==> src/design/fgiq_pkg.sv <==
package fgiq_pkg;

  typedef enum logic [2:0] {
    CMD_PUSH          = 3'd0,
    CMD_REMOVE_IMAGE  = 3'd1,
    CMD_POP_READY     = 3'd2,
    CMD_MARK_FENCE    = 3'd3,
    CMD_REMOVE_OLDEST = 3'd4
  } cmd_e;

  localparam logic [1:0] STATUS_OK   = 2'd0;
  localparam logic [1:0] STATUS_FULL = 2'd1;
  localparam logic [1:0] STATUS_BUSY = 2'd2;

  typedef struct packed {
    logic        pending;
    logic [15:0] fence;
    logic [15:0] image;
  } entry_t;

endpackage

==> src/design/fgiq_ram.sv <==
module fgiq_ram #(
  parameter int WIDTH = 8,
  parameter int DEPTH = 16
) (
  input  logic                                  clk_i,
  input  logic                                  we_i,
  input  logic [((DEPTH > 1) ? $clog2(DEPTH) : 1)-1:0] waddr_i,
  input  logic [WIDTH-1:0]                      wdata_i,
  input  logic [((DEPTH > 1) ? $clog2(DEPTH) : 1)-1:0] raddr_i,
  output logic [WIDTH-1:0]                      rdata_o
);

  logic [WIDTH-1:0] mem [DEPTH];

  always_ff @(posedge clk_i) begin
    if (we_i) begin
      mem[waddr_i] <= wdata_i;
    end
    rdata_o <= mem[raddr_i];
  end

endmodule

==> src/design/fence_gated_image_queue.sv <==
// Push and remove-oldest go straight to the done state, which registers the result once the output is free.
// Remove-image, pop and mark walk the held entries through the entry RAM, one
// read per cycle; pop stops at the first entry that is no longer pending.
// One command is worked on at a time; the next word is taken once the result
// is registered, even while that result still waits on the output side.
// Reset empties the queue and the output register; entry contents need no clear.
module fence_gated_image_queue
  import fgiq_pkg::*;
#(
  parameter int QUEUE_DEPTH = 16
) (
  input  logic        clk_i,
  input  logic        rst_ni,
  input  logic        s_axis_tvalid_i,
  output logic        s_axis_tready_o,
  // image_id[15:0], has_fence[16], fence_id[32:17], fence_busy[33],
  // wait_start_failed[34], remove_count[39:35]
  input  logic [39:0] s_axis_tdata_i,
  // command[2:0]
  input  logic [2:0]  s_axis_tuser_i,
  output logic        m_axis_tvalid_o,
  input  logic        m_axis_tready_i,
  // status[1:0], image_valid[2], image_out[18:3], any_ready[19],
  // occupancy[24:20], zero[31:25]
  output logic [31:0] m_axis_tdata_o
);

  localparam int IW = (QUEUE_DEPTH > 1) ? $clog2(QUEUE_DEPTH) : 1;
  localparam int CW = $clog2(QUEUE_DEPTH + 1);
  localparam int SW = ((CW > IW) ? CW : IW) + 1;
  localparam int MW = (CW > 5) ? CW : 5;
  localparam int EW = $bits(entry_t);

  typedef enum logic [1:0] {
    ST_IDLE,
    ST_SCAN,
    ST_DONE
  } state_e;

  state_e          state_q, state_d;
  logic [IW-1:0]   head_q, head_d;
  logic [CW-1:0]   cnt_q, cnt_d;
  logic [CW-1:0]   k_q, k_d;
  logic [CW-1:0]   w_q, w_d;
  logic [CW-1:0]   ridx_q, ridx_d;
  logic            rvld_q, rvld_d;
  logic            found_q, found_d;
  logic [CW-1:0]   fidx_q, fidx_d;
  logic [15:0]     fimg_q, fimg_d;
  logic            any_q, any_d;
  cmd_e            cmd_q, cmd_d;
  logic [15:0]     img_q, img_d;
  logic            hasf_q, hasf_d;
  logic [15:0]     fence_q, fence_d;
  logic            busy_q, busy_d;
  logic            wfail_q, wfail_d;
  logic [4:0]      rcnt_q, rcnt_d;
  logic            ovld_q, ovld_d;
  logic [31:0]     odata_q, odata_d;

  logic            ram_we;
  logic [IW-1:0]   ram_waddr;
  entry_t          ram_wdata;
  logic [IW-1:0]   ram_raddr;
  logic [EW-1:0]   ram_rdata;
  entry_t          rd_entry;

  logic            issue;
  logic            hit_now;
  logic [CW-1:0]   logical;
  logic [MW-1:0]   drop_n;
  logic [1:0]      res_status;
  logic            res_valid;
  logic [15:0]     res_image;
  logic            res_any;
  logic            out_free;

  function automatic logic [IW-1:0] slot_of(input logic [IW-1:0] head,
                                            input logic [CW-1:0] idx);
    logic [SW-1:0] sum;
    sum = SW'(head) + SW'(idx);
    if (sum >= SW'(QUEUE_DEPTH)) begin
      sum = sum - SW'(QUEUE_DEPTH);
    end
    return sum[IW-1:0];
  endfunction

  fgiq_ram #(
    .WIDTH(EW),
    .DEPTH(QUEUE_DEPTH)
  ) u_ram (
    .clk_i  (clk_i),
    .we_i   (ram_we),
    .waddr_i(ram_waddr),
    .wdata_i(ram_wdata),
    .raddr_i(ram_raddr),
    .rdata_o(ram_rdata)
  );

  assign rd_entry        = entry_t'(ram_rdata);
  assign s_axis_tready_o = (state_q == ST_IDLE);
  assign m_axis_tvalid_o = ovld_q;
  assign m_axis_tdata_o  = odata_q;
  assign out_free        = !ovld_q || m_axis_tready_i;

  assign logical = (cmd_q == CMD_POP_READY) ? (cnt_q - CW'(1) - k_q) : k_q;
  assign hit_now = rvld_q && !found_q && !rd_entry.pending && (cmd_q == CMD_POP_READY);
  assign issue   = (k_q < cnt_q) && !((cmd_q == CMD_POP_READY) && (found_q || hit_now));
  assign ram_raddr = slot_of(head_q, logical);
  assign drop_n  = (MW'(rcnt_q) > MW'(cnt_q)) ? MW'(cnt_q) : MW'(rcnt_q);

  always_comb begin
    state_d = state_q;
    head_d  = head_q;
    cnt_d   = cnt_q;
    k_d     = k_q;
    w_d     = w_q;
    ridx_d  = ridx_q;
    rvld_d  = 1'b0;
    found_d = found_q;
    fidx_d  = fidx_q;
    fimg_d  = fimg_q;
    any_d   = any_q;
    cmd_d   = cmd_q;
    img_d   = img_q;
    hasf_d  = hasf_q;
    fence_d = fence_q;
    busy_d  = busy_q;
    wfail_d = wfail_q;
    rcnt_d  = rcnt_q;
    ovld_d  = ovld_q && !m_axis_tready_i;
    odata_d = odata_q;
    ram_we    = 1'b0;
    ram_waddr = slot_of(head_q, ridx_q);
    ram_wdata = rd_entry;
    res_status = STATUS_OK;
    res_valid  = 1'b0;
    res_image  = '0;
    res_any    = 1'b0;

    case (state_q)
      ST_IDLE: begin
        if (s_axis_tvalid_i) begin
          cmd_d   = cmd_e'(s_axis_tuser_i);
          img_d   = s_axis_tdata_i[15:0];
          hasf_d  = s_axis_tdata_i[16];
          fence_d = s_axis_tdata_i[32:17];
          busy_d  = s_axis_tdata_i[33];
          wfail_d = s_axis_tdata_i[34];
          rcnt_d  = s_axis_tdata_i[39:35];
          k_d     = '0;
          w_d     = '0;
          found_d = 1'b0;
          any_d   = 1'b0;
          if ((cmd_e'(s_axis_tuser_i) == CMD_REMOVE_IMAGE) ||
              (cmd_e'(s_axis_tuser_i) == CMD_POP_READY) ||
              (cmd_e'(s_axis_tuser_i) == CMD_MARK_FENCE)) begin
            state_d = ST_SCAN;
          end else begin
            state_d = ST_DONE;
          end
        end
      end
      ST_SCAN: begin
        if (issue) begin
          rvld_d = 1'b1;
          ridx_d = logical;
          k_d    = k_q + CW'(1);
        end
        if (rvld_q) begin
          case (cmd_q)
            CMD_REMOVE_IMAGE: begin
              if (rd_entry.image != img_q) begin
                if (w_q != ridx_q) begin
                  ram_we    = 1'b1;
                  ram_waddr = slot_of(head_q, w_q);
                end
                w_d = w_q + CW'(1);
              end
            end
            CMD_POP_READY: begin
              if (hit_now) begin
                found_d = 1'b1;
                fidx_d  = ridx_q;
                fimg_d  = rd_entry.image;
              end
            end
            CMD_MARK_FENCE: begin
              if (rd_entry.pending && (rd_entry.fence == fence_q)) begin
                ram_we            = 1'b1;
                ram_wdata.pending = 1'b0;
                any_d             = 1'b1;
              end else if (!rd_entry.pending) begin
                any_d = 1'b1;
              end
            end
            default: begin
            end
          endcase
        end
        if (!issue && !rvld_q) begin
          state_d = ST_DONE;
        end
      end
      ST_DONE: begin
        if (out_free) begin
          case (cmd_q)
            CMD_PUSH: begin
              if (cnt_q >= CW'(QUEUE_DEPTH)) begin
                res_status = STATUS_FULL;
              end else if (hasf_q && busy_q) begin
                res_status = STATUS_BUSY;
              end else begin
                ram_we            = 1'b1;
                ram_waddr         = slot_of(head_q, cnt_q);
                ram_wdata.image   = img_q;
                ram_wdata.fence   = fence_q;
                ram_wdata.pending = hasf_q && !wfail_q;
                cnt_d             = cnt_q + CW'(1);
              end
            end
            CMD_REMOVE_IMAGE: begin
              cnt_d = w_q;
            end
            CMD_POP_READY: begin
              if (found_q) begin
                res_valid = 1'b1;
                res_image = fimg_q;
                head_d    = slot_of(head_q, fidx_q + CW'(1));
                cnt_d     = cnt_q - (fidx_q + CW'(1));
              end
            end
            CMD_MARK_FENCE: begin
              res_any = any_q;
            end
            CMD_REMOVE_OLDEST: begin
              head_d = slot_of(head_q, drop_n[CW-1:0]);
              cnt_d  = cnt_q - drop_n[CW-1:0];
            end
            default: begin
            end
          endcase
          ovld_d  = 1'b1;
          odata_d = {7'd0, 5'(MW'(cnt_d)), res_any, res_image, res_valid, res_status};
          state_d = ST_IDLE;
        end
      end
      default: begin
        state_d = ST_IDLE;
      end
    endcase
  end

  always_ff @(posedge clk_i or negedge rst_ni) begin
    if (!rst_ni) begin
      state_q <= ST_IDLE;
      head_q  <= '0;
      cnt_q   <= '0;
      k_q     <= '0;
      w_q     <= '0;
      ridx_q  <= '0;
      rvld_q  <= 1'b0;
      found_q <= 1'b0;
      fidx_q  <= '0;
      fimg_q  <= '0;
      any_q   <= 1'b0;
      cmd_q   <= CMD_PUSH;
      img_q   <= '0;
      hasf_q  <= 1'b0;
      fence_q <= '0;
      busy_q  <= 1'b0;
      wfail_q <= 1'b0;
      rcnt_q  <= '0;
      ovld_q  <= 1'b0;
      odata_q <= '0;
    end else begin
      state_q <= state_d;
      head_q  <= head_d;
      cnt_q   <= cnt_d;
      k_q     <= k_d;
      w_q     <= w_d;
      ridx_q  <= ridx_d;
      rvld_q  <= rvld_d;
      found_q <= found_d;
      fidx_q  <= fidx_d;
      fimg_q  <= fimg_d;
      any_q   <= any_d;
      cmd_q   <= cmd_d;
      img_q   <= img_d;
      hasf_q  <= hasf_d;
      fence_q <= fence_d;
      busy_q  <= busy_d;
      wfail_q <= wfail_d;
      rcnt_q  <= rcnt_d;
      ovld_q  <= ovld_d;
      odata_q <= odata_d;
    end
  end

endmodule
==> config.mk <==
export PLATFORM = sky130hd
export DESIGN_NAME = fence_gated_image_queue
export DESIGN_NICKNAME = d
export VERILOG_FILES = /design/src/design/fgiq_pkg.sv /design/src/design/fgiq_ram.sv /design/src/design/fence_gated_image_queue.sv
export SDC_FILE = /design/constraint.sdc
export NUM_CORES = 1
export LEC_CHECK = 0
export BUFFER_PORTS_ARGS = -buffer_cell sky130_fd_sc_hd__buf_2
export CELL_PAD_IN_SITES_DETAIL_PLACEMENT = 0
export CELL_PAD_IN_SITES_GLOBAL_PLACEMENT = 1
export CORE_ASPECT_RATIO = 0.75
export CORE_MARGIN = 10
export CORE_UTILIZATION = 40
export DETAILED_ROUTE_END_ITERATION = 10
export PLACE_DENSITY_LB_ADDON = 0.1
export SETUP_SLACK_MARGIN = 0.02
export SYNTH_ARGS = -nofsm -noshare
export SYNTH_HDL_FRONTEND = slang
export SYNTH_SLANG_ARGS = --single-unit
==> constraint.sdc <==
create_clock -name clk_i -period 8.5 [get_ports clk_i]
set_clock_uncertainty 0.1 [all_clocks]
set_input_delay 1.7 -clock clk_i [delete_from_list [all_inputs] [get_ports clk_i]]
set_output_delay 1.7 -clock clk_i [all_outputs]
set_load 0.03 [all_outputs]
==> results of run 1 <==
[layer usage]
layer,vias up,track usage
li1,6089,-
met1,7374,0.2486
met2,294,0.2425
met3,82,0.02741
met4,0,0.04075
met5,-,0
[cells in the final DEF, fill, tap and decap left out, types with 15 or more instances in the layout]
| cell type | n |
|---|---|
| edfxtp_1 | 528 |
| mux2_2 | 100 |
| xor2_1 | 49 |
| inv_1 | 29 |
| a21oi_1 | 31 |
| buf_4 | 24 |
| buf_2 | 72 |
| nand2_1 | 67 |
| clkbuf_16 | 73 |
| xnor2_1 | 18 |
| nor2_1 | 27 |
| nor2_4 | 16 |
| dfxtp_1 | 33 |
| o21ai_0 | 43 |
| clkbuf_1 | 20 |
| dfrtp_1 | 114 |
| mux4_2 | 165 |
| a21o_1 | 15 |
| ha_1 | 43 |
[cells by family after synthesis]
logic type | after synthesis | synth area share
other | 1 | 0.0001350
multiplexers | 271 | 0.1764
AND/OR/NAND/NOR | 178 | 0.03220
AO/OA/AOI/OAI | 130 | 0.03058
buffers and inverters | 101 | 0.01599
adder cells (fa/ha/maj) | 52 | 0.02558
XOR/XNOR | 69 | 0.02202
flip-flops | 675 | 0.6971
[worst max-delay path by stage]
stage	start	end	slack (ns)	cells after the start
6_report	flop	u_ram.rdata_o[28]$_DFF_P_	3.29	7
4_1_cts	flop	u_ram.rdata_o[28]$_DFF_P_	3.23	7
5_1_grt	flop	u_ram.rdata_o[25]$_DFF_P_	3.03	7
2_1_floorplan	m_axis_tready_i	u_ram.mem[0][0]$_DFFE_PP_	3.71	6
3_3_place_gp	m_axis_tready_i	u_ram.mem[9][10]$_DFFE_PP_	3.17	9
3_5_place_dp	m_axis_tready_i	u_ram.mem[9][17]$_DFFE_PP_	3.17	9
[tightest hold or removal path: stages (launching register included)]
cell and delay (ns):
dfrtp_1 0.34, nand2_1 0.04, o21ai_0 0.06
[stage by stage]
step | total power (uW) | cells
2_1_floorplan | 8335 | 1483
3_3_place_gp | 9762 | 2445
3_5_place_dp | 9788 | 2445
4_1_cts | 12980 | 2576
5_1_grt | 13480 | 2576
6_report | 12770 | 2576
[sequential cells by signal, summed over array words and instances (netlist names), 16 cells and up, named ones only]
name and count:
m_axis_tdata_o 20, u_ram.mem 528, fimg_q 16, img_q 16
u_ram.rdata_o 33, fence_q 16
[power by group]
group | switching (uW) | leakage, uW | total (uW) | internal, uW
clock network | 1300 | 0.00115 | 3160 | 1860
logic | 2610 | 0.00340 | 4980 | 2360
registers | 326 | 0.00650 | 4630 | 4310
total | 4240 | 0.0111 | 12800 | 8530
[layout make-up]
class	count	share of cell area
Timing Repair Buffer	98	0.01801
Tap cell	935	0.03684
Sequential cell	675	0.6100
Clock inverter	32	0.01225
Clock buffer	99	0.06249
Inverter	30	0.003546
Multi-Input combinational cell	707	0.2569
==> results.txt, run 1 <==
Hold path depth: 2
Pwr/cell area: 402.0 mW/mm2
Post-Place Setup Slack: 3.166 ns
Skew-Pair Late Insertion Delay: 0.62 ns
Slew Limit Fails: 0
Clk sinks: 675
Slew Limit Headroom: 0.1995
Post-DP HPWL: 37,420 um
Max Cap Viol: 0
Met2 WL post-DR: 29,270 um
DR top layer: met4
Cells on worst reg2reg path: 7
Synth area leader: edfxtp_1
Synth warn: 0
Iteration-0 DRC Markers: 1,190
Slowest cell on the critical path: fa_4
Num CTS Buffers: 71
Fill cells: 5,888
Layout area overhead: 14.28%
Post-CTS Hold Fix Bufs: 0
Outcome: complete, no violations
Worst Hold Class: flop to flop
Hold WS: 0.3759 ns
Synth cell count leaders: edfxtp_1, mux4_2, dfrtp_1, mux2_2, nand2_1
Worst path cell trace: inv_1, fa_1, o21ai_0, fa_4, buf_4, mux4_2, mux4_2
Register area share after synthesis: 0.6971
ANT nets after route: 0
Clock-pin transition on the worst setup and hold timing paths: 0.06 ns
Fin util: 0.4626
Routed wl met3: 2691 um
Post-route setup TNS: 0 ns
Tcrit/Tclk final: 0.6132
Area of all sequential standard cells: 0.01937 mm2
Synth top area cells: edfxtp_1, mux4_2, dfrtp_1
Overflow after GRT: 0
Fmax achieved: 0.1919 GHz
RSZ-0062 raised after global routing: no
Min cycle time layout: 5.212 ns
Number of synthesized flops with an enable pin: 528
Post-CTS sizing: 0
Synth Flop Type: edfxtp_1
R2R Setup Slk: 3.29 ns
Gp weighted congestion: 0.7570
Global-route wire length before repair: 98,030 um
Share of cells above drive strength 1: 0.3059
Worst Path Max Fanout: 46
Row cnt: 83
DRT Wirelength: 65,810 um
Setup Fix Bufs, Post-CTS: 0
CP Data Required Time: 8.87 ns
Synthesized area per cell: 18.81 um2
# setup viols final: 0
Post-synth top area share: 0.5706
Largest net degree at the start of global routing: 97
Core area: 0.06864 mm2
Drc violations: 0
Post-Layout Inst Area: 0.03175 mm2
Worst Path Arrival: 5.59 ns
Initial Util: 0.4048
Number of global-route vias before repair: 14.30k
Final Hold Vio Count: 0
Pleak: 0.01106 uW
Hold endpoint: m_axis_tdata_o[9]$_DFFE_PN0P_
Wl on met1: 32,640 um
Clock buffer depth: 3
GRT Total Usage: 0.1636
N_diodes: 0
Startpoint types: flop
Setup ws final: 3.288 ns
Cells after Synth: 1,477
Kind of critical path: flop to flop
CTS H-tree lvls: 3
Die Y: 248.3 um
CTS root buffer: clkbuf_16
CP peak stage delay: 1.41 ns
Count of different cell masters after synthesis: 74
Vias per cell: 5.372
Die width: 324.3 um
Post-Syn Area: 0.02779 mm2
Antenna violations before repair: 1
Die ar.: 0.08051 mm2
Footprint of the multi-input gates: 0.008157 mm2
Most common cell in the synthesized netlist: edfxtp_1
Critical Path End Type: flop
Flops & latches, synth: 675
# port buffers: 73
Most frequent CP cell: mux4_2
Routed wire per std cell: 25.55 um
Top-Level Pins: 81
Min-delay src: m_axis_tdata_o[9]$_DFFE_PN0P_
RR Endpoint: u_ram.rdata_o[28]$_DFF_P_
Layout Nets: 1,682
Worst path bufs/invs: 2
Via count: 13.84k
CTS tree: yes
Maximum vdd drop: 0.0003467 V
Worst Tran Pin Value: 1.193 ns
Synth async-reset ratio: 0.1689
Crit path max-delay family: adder cells
Detailed Routing Iterations Pass 1: 5
Placed cell area: 0.02938 mm2
No activity file was read; power rests on OpenSTA's default activity.
==> run 2, diff against run 1 <==
==> constraint.sdc (replaced) <==
create_clock -name clk_i -period 5.4 [get_ports clk_i]
set_clock_uncertainty 0.1 [all_clocks]
set_input_delay 1.08 -clock clk_i [delete_from_list [all_inputs] [get_ports clk_i]]
set_output_delay 1.08 -clock clk_i [all_outputs]
set_load 0.03 [all_outputs]
==> run 2 against run 1 <==
Net effect:
- die area did not move
- sequential power rose by 57%
- routed wire length up 3.5%
- first-iteration DRC count fell by 5.0%
- via count grew 0.96%
- final area up 0.15%
- global-route usage is 0.59 points higher
- setup slack worse by 2.3 ns
- sequential share of layout area fell by 0.089 points
- critical endpoint is now u_ram.rdata_o[17]$_DFF_P_
- hold slack got worse by 0.020 ns
==> results.txt, run 2 (synthesis gave the netlist of run 1 again) <==
Critical Path End Type: flop
Global-route wire length before repair: 101,000 um
Non-Filler Instances: 2,583
Critical path depth: 7
CTS root buffer: clkbuf_16
Vias per cell: 5.409
ANT nets after route: 0
R2R Setup Slk: 0.99 ns
Comb power frac: 0.398
Num CTS Buffers: 69
Clock buffer depth: 3
Layout Nets: 1,693
Die width: 324.3 um
Cells on worst reg2reg path: 7
Share of cells above drive strength 1: 0.3115
Number of flip-flops in the largest register: 528
Drc violations: 0
Setup Fix Bufs, Post-CTS: 0
Iteration-0 DRC Markers: 1,130
Largest net degree at the start of global routing: 60
Kind of critical path: flop to flop
Gp weighted congestion: 0.7791
Routed wire per std cell: 26.37 um
Placed cell area: 0.02960 mm2
Fmax achieved: 0.2268 GHz
Die ar.: 0.08051 mm2
Die Y: 248.3 um
Final Hold Vio Count: 0
Detailed Routing Iterations Pass 1: 5
Initial Util: 0.4048
Crit path max-delay family: adder cells
# setup viols final: 0
Post-CTS sizing: 0
Most common cell after layout, fill and taps aside: edfxtp_1
Maximum vdd drop: 0.0004254 V
# port buffers: 73
Clock-pin transition on the worst setup and hold timing paths: 0.06 ns
Tcrit/Tclk final: 0.8165
CP Data Required Time: 5.78 ns
Fin util: 0.4632
RR Endpoint: u_ram.rdata_o[17]$_DFF_P_
Startpoint types: flop
Via count: 13.97k
Post-route setup TNS: 0 ns
Max Cap Viol: 0
CP peak stage delay: 1.09 ns
Outcome: complete, no violations
Antenna violations before repair: 1
Worst Hold Class: input port to asynchronous set/reset pin
Pleak: 0.01108 uW
Commonest cells after routing, fill and taps aside: edfxtp_1, mux4_2, dfrtp_1
Top reg by flops: u_ram.mem
Worst path bufs/invs: 2
Skew-Pair Late Insertion Delay: 0.61 ns
Worst Path Arrival: 4.79 ns
CTS tree: yes
Number of global-route vias before repair: 14.49k
DRT Wirelength: 68,110 um
Layout area overhead: 14.45%
GRT Total Usage: 0.1694
Pwr/cell area: 625.3 mW/mm2
Post-DP HPWL: 38,500 um
Worst path cell trace: inv_1, fa_1, o21ai_0, fa_4, buf_4, mux4_2, mux4_2
Most frequent CP cell: mux4_2
Fill cells: 5,852
Worst Path Max Fanout: 28
Clk pwr share: 0.236
Top-Level Pins: 81
Min cycle time layout: 4.409 ns
Post-Layout Inst Area: 0.03180 mm2
Row cnt: 83
Worst Tran Pin Value: 1.109 ns
Slew Limit Headroom: 0.2557
RSZ-0062 raised after global routing: no
Sequential fraction of design power: 0.366
Switching share of power: 0.3305
Core area: 0.06864 mm2
Slew Limit Fails: 0
Int Power: 13,310 uW
Pwr Total: 19,880 uW
Overflow after GRT: 0
Slowest cell on the critical path: fa_4
Placed insts: 2,458
Net switching power figure: 6572 uW
CTS H-tree lvls: 3
Clk sinks: 675
Post-CTS Hold Fix Bufs: 0
-- run 2: cell types whose count changed in the layout (fill, tap and decap cells not counted), sizes merged --
cell	delta
buf	+13
bufinv	-3
clkbuf	-6
clkinvlp	+1
diode	+1
inv	+1
-- run 2: worst max path at each step --
| stage | to | slack [ns] |
|---|---|---|
| final | u_ram.rdata_o[17]$_DFF_P_ | 0.99 |
| after global routing | u_ram.rdata_o[17]$_DFF_P_ | 0.75 |
| after CTS | u_ram.rdata_o[0]$_DFF_P_ | 0.96 |
| after detailed placement | u_ram.rdata_o[17]$_DFF_P_ | 0.98 |
| after global placement | u_ram.rdata_o[19]$_DFF_P_ | 1.04 |
| after floorplan | u_ram.mem[0][0]$_DFFE_PP_ | 1.23 |
-- run 2: power by group through the flow --
stage | registers (uW) | clock network (uW) | logic [uW]
after floorplan | 7170 | 0 | 5950
after global placement | 7410 | 0 | 7940
after detailed placement | 7410 | 0 | 8060
after CTS | 7300 | 4820 | 8060
after global routing | 7350 | 5040 | 8600
final | 7290 | 4690 | 7910
-- run 2: through the flow --
stage                     setup slack, ns  hold WS [ns]
final                              0.9906        0.3563
after floorplan                     1.234        0.3699
after global placement              1.044        0.3605
after global routing               0.7541        0.3737
after detailed placement           0.9762        0.3653
after CTS                          0.9571        0.3536
-- run 2: cell type report --
cell class                      count  area (um2)  area share
Clock inverter                     31       284.0    0.008932
Antenna cell                        1       2.502  0.00007869
Sequential cell                   675       19370      0.6091
Clock buffer                       93        1911     0.06008
Tap cell                          935        1170     0.03679
Inverter                           30       112.6    0.003541
Multi-Input combinational cell    707        8157      0.2565
Timing Repair Buffer              111       794.5     0.02499
-- run 2: layer usage --
layer	GRT usage	vias up	wire length, um
met5	0	-	9
met4	0.03642	2	1152
met3	0.03153	84	2955
met2	0.2602	301	31090
met1	0.2500	7479	32910
li1	-	6106	-
